### src/sv/sha256mh_pkg.sv
// sha256 message hasher: shared types, constants and round functions
// no dependencies; used by the front, back and top level files of the block
package sha256mh_pkg;

    localparam int BlkWords = 16;
    localparam int BlkSlots = 2;
    localparam int RamDepth = BlkWords * BlkSlots;

    // block queue head, front to back
    typedef struct packed {
        logic valid;
        logic slot;
        logic last_blk;
    } t_blk_q;

    function automatic logic [31:0] f_rotr(input logic [31:0] x, input int n);
        f_rotr = (x >> n) | (x << (32 - n));
    endfunction

    function automatic logic [31:0] f_bsig0(input logic [31:0] x);
        f_bsig0 = f_rotr(x, 2) ^ f_rotr(x, 13) ^ f_rotr(x, 22);
    endfunction

    function automatic logic [31:0] f_bsig1(input logic [31:0] x);
        f_bsig1 = f_rotr(x, 6) ^ f_rotr(x, 11) ^ f_rotr(x, 25);
    endfunction

    function automatic logic [31:0] f_ssig0(input logic [31:0] x);
        f_ssig0 = f_rotr(x, 7) ^ f_rotr(x, 18) ^ (x >> 3);
    endfunction

    function automatic logic [31:0] f_ssig1(input logic [31:0] x);
        f_ssig1 = f_rotr(x, 17) ^ f_rotr(x, 19) ^ (x >> 10);
    endfunction

    function automatic logic [31:0] f_iv(input logic [2:0] idx);
        logic [31:0] v;
        unique case (idx)
            3'd0: v = 32'h6a09e667;
            3'd1: v = 32'hbb67ae85;
            3'd2: v = 32'h3c6ef372;
            3'd3: v = 32'ha54ff53a;
            3'd4: v = 32'h510e527f;
            3'd5: v = 32'h9b05688c;
            3'd6: v = 32'h1f83d9ab;
            default: v = 32'h5be0cd19;
        endcase
        f_iv = v;
    endfunction

    function automatic logic [31:0] f_k(input logic [5:0] idx);
        logic [31:0] k;
        unique case (idx)
            6'd0: k = 32'h428a2f98;  6'd1: k = 32'h71374491;
            6'd2: k = 32'hb5c0fbcf;  6'd3: k = 32'he9b5dba5;
            6'd4: k = 32'h3956c25b;  6'd5: k = 32'h59f111f1;
            6'd6: k = 32'h923f82a4;  6'd7: k = 32'hab1c5ed5;
            6'd8: k = 32'hd807aa98;  6'd9: k = 32'h12835b01;
            6'd10: k = 32'h243185be; 6'd11: k = 32'h550c7dc3;
            6'd12: k = 32'h72be5d74; 6'd13: k = 32'h80deb1fe;
            6'd14: k = 32'h9bdc06a7; 6'd15: k = 32'hc19bf174;
            6'd16: k = 32'he49b69c1; 6'd17: k = 32'hefbe4786;
            6'd18: k = 32'h0fc19dc6; 6'd19: k = 32'h240ca1cc;
            6'd20: k = 32'h2de92c6f; 6'd21: k = 32'h4a7484aa;
            6'd22: k = 32'h5cb0a9dc; 6'd23: k = 32'h76f988da;
            6'd24: k = 32'h983e5152; 6'd25: k = 32'ha831c66d;
            6'd26: k = 32'hb00327c8; 6'd27: k = 32'hbf597fc7;
            6'd28: k = 32'hc6e00bf3; 6'd29: k = 32'hd5a79147;
            6'd30: k = 32'h06ca6351; 6'd31: k = 32'h14292967;
            6'd32: k = 32'h27b70a85; 6'd33: k = 32'h2e1b2138;
            6'd34: k = 32'h4d2c6dfc; 6'd35: k = 32'h53380d13;
            6'd36: k = 32'h650a7354; 6'd37: k = 32'h766a0abb;
            6'd38: k = 32'h81c2c92e; 6'd39: k = 32'h92722c85;
            6'd40: k = 32'ha2bfe8a1; 6'd41: k = 32'ha81a664b;
            6'd42: k = 32'hc24b8b70; 6'd43: k = 32'hc76c51a3;
            6'd44: k = 32'hd192e819; 6'd45: k = 32'hd6990624;
            6'd46: k = 32'hf40e3585; 6'd47: k = 32'h106aa070;
            6'd48: k = 32'h19a4c116; 6'd49: k = 32'h1e376c08;
            6'd50: k = 32'h2748774c; 6'd51: k = 32'h34b0bcb5;
            6'd52: k = 32'h391c0cb3; 6'd53: k = 32'h4ed8aa4a;
            6'd54: k = 32'h5b9cca4f; 6'd55: k = 32'h682e6ff3;
            6'd56: k = 32'h748f82ee; 6'd57: k = 32'h78a5636f;
            6'd58: k = 32'h84c87814; 6'd59: k = 32'h8cc70208;
            6'd60: k = 32'h90befffa; 6'd61: k = 32'ha4506ceb;
            6'd62: k = 32'hbef9a3f7; default: k = 32'hc67178f2;
        endcase
        f_k = k;
    endfunction

endpackage

### src/sv/sha256mh_intf.sv
// sha256 message hasher: request channel interfaces (valid/ready)
// no dependencies
interface sha256mh_in_if;
    logic       valid;
    logic       ready;
    logic [7:0] msg_byte;
    logic       byte_present;
    logic       end_of_message;
    modport source (output valid, msg_byte, byte_present, end_of_message, input ready);
    modport sink (input valid, msg_byte, byte_present, end_of_message, output ready);
endinterface

interface sha256mh_out_if;
    logic        valid;
    logic        ready;
    logic [31:0] digest_word;
    logic [2:0]  digest_index;
    logic        last_word;
    modport source (output valid, digest_word, digest_index, last_word, input ready);
    modport sink (input valid, digest_word, digest_index, last_word, output ready);
endinterface

### src/sv/sha256mh_ram.sv
// sha256 message hasher: generic single write, single read ram
// registered read data; no dependencies
module sha256mh_ram #(
    parameter int WIDTH = 32,
    parameter int DEPTH = 32
) (
    input  logic                     i_clk,
    input  logic                     i_we,
    input  logic [$clog2(DEPTH)-1:0] i_waddr,
    input  logic [WIDTH-1:0]         i_wdata,
    input  logic [$clog2(DEPTH)-1:0] i_raddr,
    output logic [WIDTH-1:0]         o_rdata
);
    logic [WIDTH-1:0] r_mem [DEPTH];
    logic [WIDTH-1:0] r_rdata;

    always_ff @(posedge i_clk) begin
        if (i_we) begin
            r_mem[i_waddr] <= i_wdata;
        end
        r_rdata <= r_mem[i_raddr];
    end

    assign o_rdata = r_rdata;
endmodule

### src/sv/sha256mh_front.sv
// sha256 message hasher front: byte packing, padding, length, block queue
// depends on sha256mh_pkg and sha256mh_intf
module sha256mh_front (
    input  logic                  i_clk,
    input  logic                  i_rst_n,
    sha256mh_in_if.sink           i_in,
    input  logic                  i_pop,
    output sha256mh_pkg::t_blk_q  o_q,
    output logic                  o_we,
    output logic [4:0]            o_waddr,
    output logic [31:0]           o_wdata
);
    localparam logic ST_DATA = 1'b0;
    localparam logic ST_PAD  = 1'b1;

    logic        r_state, n_state;
    logic [5:0]  r_fill;
    logic [23:0] r_word;
    logic [63:0] r_bits, n_bits;
    logic [63:0] r_len;
    logic        r_first, r_lenph;
    logic        r_wslot, r_rslot;
    logic [1:0]  r_count;
    logic [1:0]  r_last;
    logic        w_space, w_acc, w_have, w_push, w_lenbyte;
    logic [7:0]  w_byte;
    logic [63:0] w_lsh;

    assign w_space   = (r_count != 2'd2);
    assign i_in.ready = (r_state == ST_DATA) && w_space;
    assign w_acc     = i_in.valid && i_in.ready;
    assign w_lenbyte = !r_first && (r_lenph || (r_fill == 6'd56));
    assign w_lsh     = r_len << {r_fill[2:0], 3'b000};

    always_comb begin
        if (r_state == ST_DATA) begin
            w_have = w_acc && i_in.byte_present;
            w_byte = i_in.msg_byte;
        end else begin
            w_have = w_space;
            if (r_first) begin
                w_byte = 8'h80;
            end else if (w_lenbyte) begin
                w_byte = w_lsh[63:56];
            end else begin
                w_byte = 8'h00;
            end
        end
    end

    assign w_push  = w_have && (r_fill == 6'd63);
    assign o_we    = w_have && (r_fill[1:0] == 2'b11);
    assign o_waddr = {r_wslot, r_fill[5:2]};
    assign o_wdata = {r_word, w_byte};

    assign n_bits = r_bits + (w_have ? 64'd8 : 64'd0);

    always_comb begin
        n_state = r_state;
        if (r_state == ST_DATA) begin
            if (w_acc && i_in.end_of_message) begin
                n_state = ST_PAD;
            end
        end else if (w_push && w_lenbyte) begin
            n_state = ST_DATA;
        end
    end

    assign o_q.valid    = (r_count != 2'd0);
    assign o_q.slot     = r_rslot;
    assign o_q.last_blk = r_last[r_rslot];

    always_ff @(posedge i_clk) begin
        if (!i_rst_n) begin
            r_state <= ST_DATA;
            r_fill  <= '0;
            r_bits  <= '0;
            r_first <= 1'b0;
            r_lenph <= 1'b0;
            r_wslot <= 1'b0;
            r_rslot <= 1'b0;
            r_count <= '0;
        end else begin
            r_state <= n_state;
            r_count <= r_count + {1'b0, w_push} - {1'b0, i_pop};
            if (i_pop) begin
                r_rslot <= ~r_rslot;
            end
            if (w_push) begin
                r_wslot <= ~r_wslot;
            end
            if (w_have) begin
                r_fill <= r_fill + 6'd1;
            end
            if (r_state == ST_DATA) begin
                if (w_acc && i_in.end_of_message) begin
                    r_bits  <= '0;
                    r_first <= 1'b1;
                end else begin
                    r_bits <= n_bits;
                end
            end else if (w_have) begin
                r_first <= 1'b0;
                r_lenph <= w_lenbyte && !w_push;
            end
        end
    end

    // payload, no reset
    always_ff @(posedge i_clk) begin
        if (w_have) begin
            r_word <= {r_word[15:0], w_byte};
        end
        if (w_push) begin
            r_last[r_wslot] <= (r_state == ST_PAD) && w_lenbyte;
        end
        if (r_state == ST_DATA && w_acc && i_in.end_of_message) begin
            r_len <= n_bits;
        end
    end
endmodule

### src/sv/sha256mh_back.sv
// sha256 message hasher back: 64-round compression, chaining, digest output
// depends on sha256mh_pkg and sha256mh_intf
module sha256mh_back (
    input  logic                  i_clk,
    input  logic                  i_rst_n,
    input  sha256mh_pkg::t_blk_q  i_q,
    output logic                  o_pop,
    output logic [4:0]            o_raddr,
    input  logic [31:0]           i_rdata,
    sha256mh_out_if.source        o_out
);
    localparam logic [2:0] ST_IDLE = 3'd0;
    localparam logic [2:0] ST_LOAD = 3'd1;
    localparam logic [2:0] ST_RUN  = 3'd2;
    localparam logic [2:0] ST_ADD  = 3'd3;
    localparam logic [2:0] ST_OUT  = 3'd4;

    logic [2:0]  r_state;
    logic [6:0]  r_cnt;
    logic [31:0] r_chain [8];
    logic [31:0] r_v [8];
    logic [31:0] r_w [16];
    logic [31:0] r_wt;
    logic        r_ovalid;
    logic [2:0]  r_oidx;
    logic [31:0] w_sched, w_cur, w_t1, w_t2;
    logic [5:0]  w_rnd;
    logic [3:0]  w_next;

    assign w_sched = sha256mh_pkg::f_ssig1(r_w[14]) + r_w[9]
                   + sha256mh_pkg::f_ssig0(r_w[1]) + r_w[0];
    assign w_cur   = (r_cnt < 7'd16) ? i_rdata : w_sched;
    assign w_rnd   = 6'(r_cnt - 7'd1);
    assign w_t1    = r_v[7] + sha256mh_pkg::f_bsig1(r_v[4])
                   + ((r_v[4] & r_v[5]) ^ (~r_v[4] & r_v[6]))
                   + sha256mh_pkg::f_k(w_rnd) + r_wt;
    assign w_t2    = sha256mh_pkg::f_bsig0(r_v[0])
                   + ((r_v[0] & r_v[1]) ^ (r_v[0] & r_v[2]) ^ (r_v[1] & r_v[2]));
    assign w_next  = r_cnt[3:0] + 4'd1;

    assign o_raddr = {i_q.slot, (r_state == ST_RUN) ? w_next : 4'd0};
    assign o_pop   = (r_state == ST_ADD);

    assign o_out.valid        = r_ovalid;
    assign o_out.digest_word  = r_chain[r_oidx];
    assign o_out.digest_index = r_oidx;
    assign o_out.last_word    = (r_oidx == 3'd7);

    always_ff @(posedge i_clk) begin
        if (!i_rst_n) begin
            r_state  <= ST_IDLE;
            r_cnt    <= '0;
            r_ovalid <= 1'b0;
            r_oidx   <= '0;
            for (int i = 0; i < 8; i++) begin
                r_chain[i] <= sha256mh_pkg::f_iv(3'(i));
            end
        end else begin
            unique case (r_state)
                ST_IDLE: begin
                    if (i_q.valid) begin
                        r_state <= ST_LOAD;
                    end
                end
                ST_LOAD: begin
                    r_cnt   <= '0;
                    r_state <= ST_RUN;
                end
                ST_RUN: begin
                    r_cnt <= r_cnt + 7'd1;
                    if (r_cnt == 7'd64) begin
                        r_state <= ST_ADD;
                    end
                end
                ST_ADD: begin
                    for (int i = 0; i < 8; i++) begin
                        r_chain[i] <= r_chain[i] + r_v[i];
                    end
                    if (i_q.last_blk) begin
                        r_ovalid <= 1'b1;
                        r_oidx   <= '0;
                        r_state  <= ST_OUT;
                    end else begin
                        r_state <= ST_IDLE;
                    end
                end
                ST_OUT: begin
                    if (o_out.ready) begin
                        if (r_oidx == 3'd7) begin
                            r_ovalid <= 1'b0;
                            r_state  <= ST_IDLE;
                            for (int i = 0; i < 8; i++) begin
                                r_chain[i] <= sha256mh_pkg::f_iv(3'(i));
                            end
                        end else begin
                            r_oidx <= r_oidx + 3'd1;
                        end
                    end
                end
                default: r_state <= ST_IDLE;
            endcase
        end
    end

    // working variables and schedule window, no reset
    always_ff @(posedge i_clk) begin
        if (r_state == ST_LOAD) begin
            for (int i = 0; i < 8; i++) begin
                r_v[i] <= r_chain[i];
            end
        end else if (r_state == ST_RUN) begin
            if (r_cnt < 7'd64) begin
                for (int i = 0; i < 15; i++) begin
                    r_w[i] <= r_w[i+1];
                end
                r_w[15] <= w_cur;
                r_wt    <= w_cur;
            end
            if (r_cnt != 7'd0) begin
                r_v[7] <= r_v[6];
                r_v[6] <= r_v[5];
                r_v[5] <= r_v[4];
                r_v[4] <= r_v[3] + w_t1;
                r_v[3] <= r_v[2];
                r_v[2] <= r_v[1];
                r_v[1] <= r_v[0];
                r_v[0] <= w_t1 + w_t2;
            end
        end
    end
endmodule

### src/sv/sha256_message_hasher_unit.sv
// sha256 message hasher top level: front, block ram, back
// a block enters the chaining words in the back's add state, after its load and run states
// throughput: one byte a cycle while a ram slot is free and the front is not padding;
// compression in the single round unit sets the sustained rate
// end of message: the front appends 0x80, zero bytes and the 64-bit bit length, waiting for a free slot,
// then eight digest words; reset: synchronous active low, chaining words to initial values
module sha256_message_hasher_unit (
    input  logic            i_clk,
    input  logic            i_rst_n,
    sha256mh_in_if.sink     i_in,
    sha256mh_out_if.source  o_out
);
    sha256mh_pkg::t_blk_q w_q;
    logic        w_pop;
    logic        w_we;
    logic [4:0]  w_waddr, w_raddr;
    logic [31:0] w_wdata, w_rdata;

    // front packs bytes into words, pads at message end, queues full blocks
    sha256mh_front u_front (
        .i_clk   (i_clk),
        .i_rst_n (i_rst_n),
        .i_in    (i_in),
        .i_pop   (w_pop),
        .o_q     (w_q),
        .o_we    (w_we),
        .o_waddr (w_waddr),
        .o_wdata (w_wdata)
    );

    // two block slots of sixteen words, double buffering between the halves
    sha256mh_ram #(
        .WIDTH (32),
        .DEPTH (sha256mh_pkg::RamDepth)
    ) u_ram (
        .i_clk   (i_clk),
        .i_we    (w_we),
        .i_waddr (w_waddr),
        .i_wdata (w_wdata),
        .i_raddr (w_raddr),
        .o_rdata (w_rdata)
    );

    // back runs one round a cycle and hands out the digest
    sha256mh_back u_back (
        .i_clk   (i_clk),
        .i_rst_n (i_rst_n),
        .i_q     (w_q),
        .o_pop   (w_pop),
        .o_raddr (w_raddr),
        .i_rdata (w_rdata),
        .o_out   (o_out)
    );

    // queue never pops empty
    a_pop_nonempty: assert property (@(posedge i_clk) disable iff (!i_rst_n)
        w_pop |-> w_q.valid)
        else $error("block queue popped while empty");

    // no write into a slot the back still owns
    a_no_overwrite: assert property (@(posedge i_clk) disable iff (!i_rst_n)
        (w_q.valid && w_q.slot == w_waddr[4] && w_we) |-> (u_front.r_count != 2'd2))
        else $error("write into an occupied block slot");

    // digest ends cleanly after its last word
    a_digest_end: assert property (@(posedge i_clk) disable iff (!i_rst_n)
        (o_out.valid && o_out.ready && o_out.last_word) |=> !o_out.valid)
        else $error("output still valid after last digest word");
endmodule
### src/flat_wrapper.sv
// flat-port wrapper written by rule: the top's interface ports become plain ports
module sha256_message_hasher_unit_flat 
  (i_clk, i_rst_n, i_in_valid, i_in_msg_byte, i_in_byte_present, i_in_end_of_message, i_in_ready, o_out_valid, o_out_digest_word, o_out_digest_index, o_out_last_word, o_out_ready);
  sha256mh_in_if i_in_i ();
  sha256mh_out_if o_out_i ();
  input  logic i_clk;
  input  logic i_rst_n;
  input wire logic [$bits(i_in_i.valid)-1:0] i_in_valid;
  input wire logic [$bits(i_in_i.msg_byte)-1:0] i_in_msg_byte;
  input wire logic [$bits(i_in_i.byte_present)-1:0] i_in_byte_present;
  input wire logic [$bits(i_in_i.end_of_message)-1:0] i_in_end_of_message;
  output wire logic [$bits(i_in_i.ready)-1:0] i_in_ready;
  output wire logic [$bits(o_out_i.valid)-1:0] o_out_valid;
  output wire logic [$bits(o_out_i.digest_word)-1:0] o_out_digest_word;
  output wire logic [$bits(o_out_i.digest_index)-1:0] o_out_digest_index;
  output wire logic [$bits(o_out_i.last_word)-1:0] o_out_last_word;
  input wire logic [$bits(o_out_i.ready)-1:0] o_out_ready;
  assign i_in_i.valid = i_in_valid;
  assign i_in_i.msg_byte = i_in_msg_byte;
  assign i_in_i.byte_present = i_in_byte_present;
  assign i_in_i.end_of_message = i_in_end_of_message;
  assign i_in_ready = i_in_i.ready;
  assign o_out_valid = o_out_i.valid;
  assign o_out_digest_word = o_out_i.digest_word;
  assign o_out_digest_index = o_out_i.digest_index;
  assign o_out_last_word = o_out_i.last_word;
  assign o_out_i.ready = o_out_ready;
  sha256_message_hasher_unit u_core (.i_clk(i_clk), .i_rst_n(i_rst_n), .i_in(i_in_i), .o_out(o_out_i));
endmodule
### config.mk
export PLATFORM = sky130hd
export DESIGN_NAME = sha256_message_hasher_unit_flat
export DESIGN_NICKNAME = d
export VERILOG_FILES = /design/src/sv/sha256mh_pkg.sv /design/src/sv/sha256mh_intf.sv /design/src/sv/sha256mh_ram.sv /design/src/sv/sha256mh_front.sv /design/src/sv/sha256mh_back.sv /design/src/sv/sha256_message_hasher_unit.sv /design/src/flat_wrapper.sv
export SDC_FILE = /design/constraint.sdc
export NUM_CORES = 2
export LEC_CHECK = 0
export BUFFER_PORTS_ARGS = -buffer_cell sky130_fd_sc_hd__buf_2
export CAP_MARGIN = 0
export CELL_PAD_IN_SITES_DETAIL_PLACEMENT = 0
export CELL_PAD_IN_SITES_GLOBAL_PLACEMENT = 1
export CORE_MARGIN = 4
export CORE_UTILIZATION = 28
export DETAILED_ROUTE_END_ITERATION = 8
export PLACE_DENSITY = 0.45
export SKIP_CTS_REPAIR_TIMING = 1
export SLEW_MARGIN = 20
export SYNTH_ARGS = -nofsm -noshare
export SYNTH_HDL_FRONTEND = slang
export SYNTH_SLANG_ARGS = --single-unit
### constraint.sdc
create_clock -name i_clk -period 28.9 [get_ports i_clk]
set_input_delay 2.89 -clock i_clk [delete_from_list [all_inputs] [get_ports i_clk]]
set_output_delay 2.89 -clock i_clk [all_outputs]
set_load 0.03 [all_outputs]
==> flow_summary_export.csv <==
group,metric,value,unit
power,p_int,0.005682,W
critical_path,r2r-start,"u_core.u_back.r_cnt[1]$_SDFFE_PN0P_",
die,floorplan.rows,233,
synthesis,synth_cells,8790,
die,chipWidth,643.2,um
die,floorplan.initialDensity,28.08,%
timing,final.setup.tns,0,ns
die,design.core.area,402300,um^2
grt,first_global_vias,72700,
timing,transition_time_at_the_pin_with_the_least_slew_margin,1.097,ns
synthesis,proportion_of_register_bits_with_asynchronous_set_or_reset_after_synthesis,0,%
synthesis,synth_edf_count,2039,
cts,clk_latency,0.92,ns
placement,dp.cells,13840,
min_path,worstHoldEndpoint,"u_core.u_back.r_w[1][146]$_DFFE_PP_",
timing,maxClockFrequency,0.08224,GHz
die,die-area,413700,um^2
detailed_routing,antenna_left,0,
timing,timing_max_transition_violations_final,0,
synthesis,synth_commonest_cells,"2039 x edfxtp_1, 1086 x nand2_1, 565 x o21ai_0, 454 x a21oi_1, 439 x nor2_1",
grt,grt.overflow.total,0,
cells_and_area,num-fill-cells,39980,
synthesis,synthesized_area,113000,um^2
power,combinational_share_of_power,1.4,%
critical_path,critPathRequiredTime,29.48,ns
critical_path,critical-path-max-stage-delay,0.77,ns
detailed_routing,vias,72620,
critical_path,critical_path.top_delay_family,"compound AO/OA/AOI/OAI gates",
cells_and_area,syn_to_final_growth,14.35,%
grt,groute.usage.overall,18.18,%
power,power_density,56.04,nW/um^2
timing,hold_violations,0,
detailed_routing,firstDrtPassIters,6,
critical_path,critical_path_depth,40,
synthesis,share_of_the_yosys_chip_area_belonging_to_registers,58.64,%
die,dieHeight,643.2,um
placement,detailedPlacementHpwl,255100,um
detailed_routing,routedWlPerCell,26.95,um
min_path,timing.hold.worst_path_depth,0,
synthesis,ys_dominant_reg_cell,"edfxtp_1",
power,power_frac_clock,48.5,%
cells_and_area,drive_gt1_share,12.27,%
critical_path,timing.critical_path.mode_cell,"inv_1",
cts,cts_tree,"yes",
die,pin_count,52,
cts,clock_sinks,2290,
cells_and_area,seqCellArea,66270,um^2
timing,holdWs,0.3929,ns
critical_path,startpoint_type,"flop",
grt,largest_net_degree_at_the_start_of_global_routing,177,
critical_path,crit-reg2reg-capture,"u_core.u_back.r_v[0][30]$_DFFE_PP_",
synthesis,yosysUniqueCellTypes,99,
critical_path,critical_path_class,"flop to flop",
critical_path,worstSetupEndpointType,"flop",
placement,routabilityCongestion,0.8774,
critical_path,rrSetupSlack,16.74,ns
power,power_frac_seq,50.1,%
timing,fin_crit_sh,42.08,%
synthesis,synth_top_area_cell,"edfxtp_1",
critical_path,critical_path.max_fanout,92,
flow_run,max_cap_viol_count,0,
outcome,status,"finished, final reports clean",
cts,level_count_of_the_clock_h_tree,5,
placement,io_buffers,51,
cts,cts_root_buffer,"clkbuf_16",
synthesis,yosysTopAreaCellShare,54.20,%
timing,fin_crit,12.16,ns
cts,clock_tree.buffer_depth,4,
power,vdd_ir_drop_max,0.00004366,V
critical_path,crit_arrival,12.74,ns
placement,detailed_place.area,120000,um^2
power,static-leakage-power,44.58,nW
synthesis,synth_fp_nets,9395,
cts,cts_buffers,284,
critical_path,buffers_inverters_on_critical_path,8,
synthesis,yosys-top-cells-area,"edfxtp_1 54%, mux4_2 5.4%, dfxtp_1 4.4%",
detailed_routing,iteration_0_drc_count_of_the_detailed_router,6003,
synthesis,postSynthAreaPerCell,12.85,um^2
min_path,min_from,"u_core.u_back.r_w[1][178]$_DFFE_PP_",
cells_and_area,postLayoutCellArea,129200,um^2
critical_path,cpMaxStageDelayCell,"buf_4",
cells_and_area,finalNonFillerCells,14360,
timing,relSlewSlack,26.06,%
cells_and_area,area_of_the_multi_input_gates,44230,um^2
timing,rsz0062_at_grt,"false",
min_path,timing.hold.worst.class,"flop to flop",
timing,finalSetupViolations,0,
power,sw_frac_of_total,21.52,%
grt,grt_antenna_before_repair,18,
synthesis,ys_warn_count,0,
synthesis,post-synth-top-count-cell,"edfxtp_1",
critical_path,reg2reg_depth,40,
cts,cts.reportedPaths.clkPinSlew,0.06,ns
power,switching_power,0.001558,W
synthesis,postSynthRegisterBits,2290,
detailed_routing,drc,0,
detailed_routing,drt-vias-per-instance,5.057,
cells_and_area,num-nets-final,9447,
detailed_routing,routed_wirelength,387000,um
timing,final.setup_skew,0.07332,ns
grt,first_pass_grt_wire_length,553200,um
[layer usage]
| layer | track usage, % | routed length (um) | vias up |
|---|---|---|---|
| met2 | 29.98 | 183500 | 1738 |
| met3 | 2.019 | 16070 | 399 |
| met5 | 0 | 0 | - |
| li1 | - | - | 33000 |
| met1 | 25.86 | 180100 | 37490 |
| met4 | 3.573 | 7320 | 0 |
[state kept, by name (all words and copies together) (netlist names), 3 cells and up, named ones only]
name                              flops
u_core.u_back.r_state                 3
u_core.u_back.r_wt                   32
u_core.u_back.r_w                   512
u_core.u_ram.o_rdata                 32
u_core.u_front.r_word                24
u_core.u_back.r_cnt                   7
u_core.u_back.r_chain               256
u_core.u_back.r_v                   256
u_core.u_front.r_len                 61
u_core.u_ram.r_mem                 1024
u_core.u_front.r_fill                 6
u_core.u_back.o_out.digest_index      3
u_core.u_front.r_bits                61
[per-stage QoR]
step	power [W]	worst slack [ns]	utilization (%)
2_1_floorplan	0.003743	5.508	-
3_3_place_gp	0.003796	17.10	29.81
3_5_place_dp	0.003799	16.94	29.82
4_1_cts	0.007364	16.95	32.08
5_1_grt	0.007502	15.91	32.11
6_report	0.007240	16.74	32.11
[worst max-delay path by stage]
stage | slack (ns) | start | end
floorplan | 5.51 | u_core.u_back.r_state[2]$_SDFFE_PN0P_ | u_core.u_back.r_w[0][0]$_DFFE_PP_
finish | 16.74 | u_core.u_back.r_cnt[1]$_SDFFE_PN0P_ | u_core.u_back.r_v[0][30]$_DFFE_PP_
CTS | 16.95 | u_core.u_back.r_cnt[1]$_SDFFE_PN0P_ | u_core.u_back.r_v[0][30]$_DFFE_PP_
global route | 15.91 | u_core.u_back.r_cnt[1]$_SDFFE_PN0P_ | u_core.u_back.r_v[0][30]$_DFFE_PP_
detailed placement | 16.94 | u_core.u_back.r_cnt[1]$_SDFFE_PN0P_ | u_core.u_back.r_v[0][30]$_DFFE_PP_
global placement | 17.10 | u_core.u_back.r_cnt[0]$_SDFFE_PN0P_ | u_core.u_back.r_v[0][30]$_DFFE_PP_
[cell type report]
| class | instances | share of cell area (%) |
|---|---|---|
| clock inverter | 135 | 1.048 |
| inverter | 337 | 0.9840 |
| sequential | 2290 | 51.29 |
| multi-input combinational | 5701 | 34.23 |
| clock buffer | 378 | 6.000 |
| tap | 5287 | 5.120 |
| timing repair buffer | 228 | 1.308 |
| antenna | 6 | 0.01162 |
[placed cells by master, fill, tap and decap left out, types with 141 or more instances in the layout]
| cell | instances |
|---|---|
| edfxtp_1 | 2039 |
| nand2_1 | 1082 |
| o21ai_0 | 561 |
| a21oi_1 | 453 |
| xnor2_1 | 421 |
| nor2_1 | 403 |
| ha_1 | 395 |
| inv_1 | 330 |
| clkbuf_16 | 293 |
| mux4_2 | 270 |
| dfxtp_1 | 245 |
| a21o_1 | 230 |
| xor2_1 | 213 |
| fa_1 | 195 |
| buf_4 | 165 |
| o22ai_1 | 141 |
[power groups by stage]
stage	registers, W	logic, W	clock network (W)
after floorplan	0.00369	0.0000534	0
after global placement	0.00370	0.0000950	0
after detailed placement	0.00370	0.0000972	0
after CTS	0.00363	0.0000976	0.00364
after global routing	0.00363	0.000111	0.00376
final	0.00363	0.000101	0.00351
[kinds of logic (layout without fill, tap and decap cells)]
family | after synthesis | count (layout) | share of synthesized area (%)
and+or+nand+nor | 2059 | 2059 | 7.934
muxes | 389 | 389 | 6.535
DFF | 2290 | 2290 | 58.64
buffers and inverters | 799 | 1078 | 2.683
AOI/OAI and AO/OA | 2019 | 2019 | 11.37
other | 0 | 6 | 0
xor gates and xnor gates | 640 | 640 | 4.962
adders and majority gates | 594 | 594 | 7.868
Power figures use the tool's default switching activity.
